File: config.mk
export PLATFORM = sky130hd
export DESIGN_NAME = signed_int_to_decimal_ascii
export DESIGN_NICKNAME = d
export VERILOG_FILES = /design/src/rtl/sida_pkg.sv /design/src/rtl/sida_dabble.sv /design/src/rtl/signed_int_to_decimal_ascii.sv
export SDC_FILE = /design/constraint.sdc
export NUM_CORES = 1
export LEC_CHECK = 0
export BUFFER_PORTS_ARGS = -buffer_cell sky130_fd_sc_hd__buf_2
export CAP_MARGIN = 20
export CORE_MARGIN = 4
export CORE_UTILIZATION = 25
export DETAILED_ROUTE_END_ITERATION = 10
export GPL_TIMING_DRIVEN = 0
export PLACE_DENSITY = 0.37
export SYNTH_ARGS = -nofsm -noshare
export SYNTH_HDL_FRONTEND = slang
export SYNTH_SLANG_ARGS = --single-unit
File: constraint.sdc
create_clock -name i_clk -period 11.3 [get_ports i_clk]
set_clock_uncertainty 0.15 [all_clocks]
set_input_delay 1.695 -clock i_clk [delete_from_list [all_inputs] [get_ports i_clk]]
set_output_delay 1.695 -clock i_clk [all_outputs]
set_load 0.1 [all_outputs]
File: src/rtl/sida_pkg.sv
// Shared types and constants for the signed integer to decimal text block.
// No dependencies.
`default_nettype none

package sida_pkg;

    // Decimal digits held: enough for the magnitude 2**63
    localparam int DIGITS = 19;
    localparam int IDX_W  = $clog2(DIGITS);
    localparam logic [IDX_W-1:0] TOP_IDX = IDX_W'(DIGITS - 1);

    localparam logic [5:0] ASCII_ZERO  = 6'd48;
    localparam logic [5:0] ASCII_MINUS = 6'd45;

    // Shift-add-3 correction
    localparam logic [3:0] BCD_ADJ_MIN = 4'd5;
    localparam logic [3:0] BCD_ADJ     = 4'd3;

    typedef logic [DIGITS-1:0][3:0] t_bcd;

    typedef enum logic [2:0] {
        ST_IDLE,
        ST_CONV,
        ST_SIGN,
        ST_SCAN,
        ST_EMIT
    } t_state;

endpackage

`default_nettype wire

File: src/rtl/sida_dabble.sv
// One shift-add-3 step of the binary to BCD conversion.
// Depends on sida_pkg.
`default_nettype none

module sida_dabble (
    input  sida_pkg::t_bcd i_bcd,
    input  logic           i_bit,
    output sida_pkg::t_bcd o_bcd
);
    import sida_pkg::*;

    t_bcd w_adj;

    // Correct every digit of five or more, then shift the new bit in
    always_comb begin
        for (int d = 0; d < DIGITS; d++) begin
            w_adj[d] = (i_bcd[d] >= BCD_ADJ_MIN) ? (i_bcd[d] + BCD_ADJ) : i_bcd[d];
        end
    end

    assign o_bcd = t_bcd'({w_adj[DIGITS-1:0], i_bit});

endmodule

`default_nettype wire

File: src/rtl/signed_int_to_decimal_ascii.sv
// Steps per word: accept, VALUE_WIDTH shift-add-3 steps through the shared step
// unit, the sign step (minus sign for negative values), a leading-zero scan, then
// one character per digit; sign and digits wait while the output register is full.
// One word at a time; the next is taken as soon as the last character is in
// the output register. Synchronous active-low reset clears all control state.
`default_nettype none

module signed_int_to_decimal_ascii #(
    parameter int VALUE_WIDTH = 64
) (
    input  logic        i_clk,
    input  logic        i_rst_n,
    // slave side; tdata: value[63:0]
    input  logic        i_s_tvalid,
    output logic        o_s_tready,
    input  logic [63:0] i_s_tdata,
    // master side; tdata: char_code[5:0], zero[7:6]; tlast: last_char
    output logic        o_m_tvalid,
    input  logic        i_m_tready,
    output logic [7:0]  o_m_tdata,
    output logic        o_m_tlast
);
    import sida_pkg::*;

    localparam int CNT_W = $clog2(VALUE_WIDTH);

    t_state                   r_state, n_state;
    logic [VALUE_WIDTH-1:0]   r_mag, n_mag;
    t_bcd                     r_bcd, n_bcd;
    logic [CNT_W-1:0]         r_cnt, n_cnt;
    logic [IDX_W-1:0]         r_idx, n_idx;
    logic                     r_neg, n_neg;
    logic                     r_ovalid, n_ovalid;
    logic [5:0]               r_ochar, n_ochar;
    logic                     r_olast, n_olast;

    logic [VALUE_WIDTH-1:0]   w_raw;
    t_bcd                     w_bcd_step;
    logic [3:0]               w_digit;
    logic                     w_slot;

    assign w_raw   = i_s_tdata[VALUE_WIDTH-1:0];
    assign w_digit = r_bcd[r_idx];
    assign w_slot  = !r_ovalid || i_m_tready;

    // Shared conversion step
    sida_dabble u_dabble (
        .i_bcd (r_bcd),
        .i_bit (r_mag[VALUE_WIDTH-1]),
        .o_bcd (w_bcd_step)
    );

    // State and control registers
    always_ff @(posedge i_clk) begin
        if (!i_rst_n) begin
            r_state  <= ST_IDLE;
            r_cnt    <= '0;
            r_idx    <= '0;
            r_neg    <= 1'b0;
            r_ovalid <= 1'b0;
        end else begin
            r_state  <= n_state;
            r_cnt    <= n_cnt;
            r_idx    <= n_idx;
            r_neg    <= n_neg;
            r_ovalid <= n_ovalid;
        end
    end

    // Payload registers
    always_ff @(posedge i_clk) begin
        r_mag   <= n_mag;
        r_bcd   <= n_bcd;
        r_ochar <= n_ochar;
        r_olast <= n_olast;
    end

    // Sequencer: convert, emit a minus sign if negative, skip leading zeros, emit digits
    always_comb begin
        n_state  = r_state;
        n_mag    = r_mag;
        n_bcd    = r_bcd;
        n_cnt    = r_cnt;
        n_idx    = r_idx;
        n_neg    = r_neg;
        n_ovalid = r_ovalid && !i_m_tready;
        n_ochar  = r_ochar;
        n_olast  = r_olast;
        unique case (r_state)
            ST_IDLE: begin
                if (i_s_tvalid) begin
                    n_neg   = w_raw[VALUE_WIDTH-1];
                    n_mag   = w_raw[VALUE_WIDTH-1] ? VALUE_WIDTH'(~w_raw + 1'b1) : w_raw;
                    n_bcd   = '0;
                    n_cnt   = CNT_W'(VALUE_WIDTH - 1);
                    n_idx   = TOP_IDX;
                    n_state = ST_CONV;
                end
            end
            ST_CONV: begin
                n_bcd = w_bcd_step;
                n_mag = {r_mag[VALUE_WIDTH-2:0], 1'b0};
                if (r_cnt == '0) begin
                    n_state = ST_SIGN;
                end else begin
                    n_cnt = r_cnt - 1'b1;
                end
            end
            ST_SIGN: begin
                if (!r_neg) begin
                    n_state = ST_SCAN;
                end else if (w_slot) begin
                    n_ovalid = 1'b1;
                    n_ochar  = ASCII_MINUS;
                    n_olast  = 1'b0;
                    n_state  = ST_SCAN;
                end
            end
            ST_SCAN: begin
                if (w_digit == 4'd0 && r_idx != '0) begin
                    n_idx = r_idx - 1'b1;
                end else begin
                    n_state = ST_EMIT;
                end
            end
            ST_EMIT: begin
                if (w_slot) begin
                    n_ovalid = 1'b1;
                    n_ochar  = ASCII_ZERO + {2'b00, w_digit};
                    n_olast  = (r_idx == '0);
                    if (r_idx == '0) begin
                        n_state = ST_IDLE;
                    end else begin
                        n_idx = r_idx - 1'b1;
                    end
                end
            end
            default: begin
                n_state = ST_IDLE;
            end
        endcase
    end

    assign o_s_tready = (r_state == ST_IDLE);
    assign o_m_tvalid = r_ovalid;
    assign o_m_tdata  = {2'b00, r_ochar};
    assign o_m_tlast  = r_olast;

endmodule

`default_nettype wire

==> reports/metrics.yaml <==
antenna_found_initial: 1
final_util_pct: 29.7
fin_area_um2: 11500
synth_edf_count: 146
clock_power_share_pct: 18.4
fmax_ghz: 0.219
dieArea_um2: 42800
layout-drive-gt1-share_pct: 12.2
period_share_pct: 40.4
post-route-drc-count: 0
synth-seq-cells: 162
cts_tree: "done"
synth_warnings: 0
rsz0062_at_grt: "false"
rr_worst_depth: 8
crit_path_start_kind: "input port"
slew_headroom_pct: 34.3
wire_per_inst_um: 16.6
p_seq_share_pct: 41.3
design.core.area_um2: 38800
insertion_delay_ns: 0.44
drt-initial-drc-count: 342
ant_nets: 0
hpwlAfterDp_um: 20100
totalWireLength_um: 27200
syn_area_um2: 9880
num_antenna_cells: 0
finalCriticalPeriod_ns: 4.57
postCtsSetupRepairBufs: 0
firstDrtPassIters: 4
p_total_mw: 3.16
dpl_cell_area_um2: 11000
grt_pass1_wl_um: 43300
cts_max_path_buffers: 2
globalRouteTotalUtil_pct: 13.0
synth_seq_area_share_pct: 47.6
grt_max_degree: 59
worstHoldEndpoint: "r_neg$_SDFFE_PN0P_"
arrival_ns: 4.59
start_util_pct: 25.5
cts_buffers: 17
hold_viol: 0
fp.dieH_um: 207
synthDistinctLibCells: 54
htreeDepth: 4
fp-row-count: 72
worstPathRequired_ns: 11.33
postSynthAreaPerCell_um2: 9.73
synthFlopType: "edfxtp_1"
overflow: 0
synth-async-reset-ratio_pct: 0
p_sw_share_pct: 40.9
outcome: "finished, final reports clean"
critPathKind: "input port to register"
cts_resized: 0
finalMaxSlewViolations: 0
hold_ws_ns: 0.315
clk_pin_slew_ns: 0.07
holdBufCountCts: 0
io_buffers: 73
rr_endpoint: "r_mag[35]$_DFFE_PP_"
timing.final.ws_setup_ns: 6.73
intPower_mw: 1.87
max-cap-violations: 0
final_cells: 1641
via_count: 7600
place_ws_ns: 6.25
comb_power_share_pct: 40.4
hold_depth: 2
min_path_type: "register to register"
setup_viol: 0
nets: 1222
tns_ns: 0
syn_inst: 1016
critPathCaptureType: "register"
power.switching_mw: 1.29
powerDensity_nw_per_um2: 274
dp.cells: 1610
worst_slew_pin_slew_ns: 0.983
die_x_um: 207
peakVddDrop_v: 0.000110
synthToLayoutAreaGrowth_pct: 16.7
worstHoldStart: "r_neg$_SDFFE_PN0P_"
vias_per_cell: 4.63
io_pins: 79
r2r-start: "r_state[2]$_SDFFE_PN0P_"
r2r_setup_slack_ns: 7.02
crit_fanout: 7
cellLeakagePower_nw: 4.15
cts.sinks: 162
cts_root_buffer: "clkbuf_16"
gp_congestion: 0.775
grt_pass1_vias: 7528
-- cell usage in the layout (no fill, tap or decap), types with 3 or more instances in the layout --
| cell | n |
|---|---|
| clkinvlp_4 | 5 |
| and2_1 | 3 |
| edfxtp_1 | 146 |
| or4_1 | 9 |
| a22oi_1 | 5 |
| o21ai_1 | 3 |
| o31ai_1 | 17 |
| clkinv_2 | 3 |
| mux4_2 | 11 |
| a31oi_1 | 3 |
| o21ai_0 | 83 |
| nor3_1 | 25 |
| buf_1 | 3 |
| dfxtp_1 | 16 |
| o41ai_1 | 13 |
| nor2_1 | 119 |
| clkbuf_1 | 31 |
| mux2i_1 | 15 |
| nand2b_1 | 25 |
| buf_2 | 79 |
| a211oi_1 | 4 |
| nor4_1 | 3 |
| nor4_2 | 4 |
| a21oi_1 | 94 |
| nand2_1 | 126 |
| clkbuf_16 | 17 |
| or3_1 | 3 |
| xor2_1 | 78 |
| nand3_1 | 7 |
| xnor2_1 | 24 |
| conb_1 | 3 |
| nor2b_1 | 8 |
| ha_1 | 43 |
| inv_1 | 52 |
| nand3b_1 | 3 |
| buf_4 | 4 |
-- Yosys cell counts, drive strengths merged, types with 3 or more instances --
| library cell | n | area (um2) |
|---|---|---|
| nand2 | 127 | 477 |
| a31oi | 3 | 18.8 |
| nor2b | 8 | 50.1 |
| xnor2 | 24 | 210 |
| mux2i | 15 | 150 |
| a211oi | 4 | 30.0 |
| nand2b | 25 | 156 |
| nor2 | 119 | 447 |
| edfxtp | 146 | 4380 |
| clkbuf | 30 | 113 |
| o21ai | 86 | 430 |
| nor3 | 26 | 141 |
| or3 | 3 | 18.8 |
| o31ai | 17 | 128 |
| or2 | 3 | 18.8 |
| inv | 52 | 195 |
| mux4 | 11 | 248 |
| nand3 | 7 | 35.0 |
| a22oi | 5 | 37.5 |
| ha | 43 | 538 |
| nor4 | 8 | 90.1 |
| dfxtp | 16 | 320 |
| xor2 | 78 | 683 |
| nand3b | 3 | 22.5 |
| and2 | 3 | 18.8 |
| o41ai | 13 | 114 |
| or4 | 10 | 78.8 |
| a21oi | 94 | 470 |
| buf | 13 | 71.3 |
-- worst max path at each step --
stage,endpoint,cells after the start,startpoint
floorplan,r_bcd[0]$_SDFFCE_PN0P_,4,r_state[1]$_SDFFE_PN0P_
global placement,r_mag[30]$_DFFE_PP_,6,r_state[2]$_SDFFE_PN0P_
detailed placement,r_mag[49]$_DFFE_PP_,9,i_s_tdata[4]
CTS,r_mag[28]$_DFFE_PP_,8,r_state[1]$_SDFFE_PN0P_
global route,r_mag[49]$_DFFE_PP_,9,i_s_tdata[4]
finish,r_mag[49]$_DFFE_PP_,9,i_s_tdata[4]
-- area by class of cell --
class                      instances  area, um2
clock buffer                      18        429
multi-input combinational        759       4810
buffer                            43        184
inverter                          53        199
sequential                       162       4700
timing repair buffer              75        420
tap                              518        648
clock inverter                    13        139
fill                            4094      27300
-- state kept, by name (all words and copies together), names as in the netlist --
register,flops
o_m_tvalid,1
r_ochar,5
o_m_tlast,1
r_mag,64
r_bcd,76
r_state,3
r_cnt,6
r_idx,5
r_neg,1
-- power groups by stage --
stage	combinational [mW]	sequential, mW	clock [mW]
finish	1.28	1.30	0.581
floorplan	0.938	1.28	0
global route	1.47	1.35	0.625
global placement	1.27	1.39	0
CTS	1.31	1.31	0.603
detailed placement	1.31	1.32	0
-- kinds of logic (layout without fill, tap and decap cells) --
logic type | after synthesis | count (layout) | synth area share [%]
simple gates | 353 | 353 | 16.6
compound gates | 232 | 232 | 13.3
flops | 162 | 162 | 47.6
xor+xnor | 102 | 102 | 9.04
buf+inv | 96 | 202 | 3.87
fa+ha+maj | 43 | 43 | 5.44
mux | 26 | 26 | 4.03
other cells | 2 | 3 | 0.0760
-- metal layers --
| metal | up-vias | routed length [um] | share of wire (%) | track usage (%) |
|---|---|---|---|---|
| li1 | 3791 | - | - | - |
| met4 | 2 | 214 | 0.79 | 2.55 |
| met1 | 3666 | 13100 | 48 | 17.8 |
| met5 | - | 12 | 0.044 | 0 |
| met3 | 20 | 1010 | 3.7 | 2.66 |
| met2 | 121 | 12900 | 48 | 21.5 |
-- worst max-delay path, cell delays in order --
cell      delay (ns)
buf_2           0.12
or4_1           0.61
nor4_2          0.32
nand4b_1        0.33
nor2_1          0.51
nand2_1         0.34
o41ai_1         0.40
xor2_1          0.19
o21ai_1         0.07
Note: power is estimated with default switching activity, not from simulation.
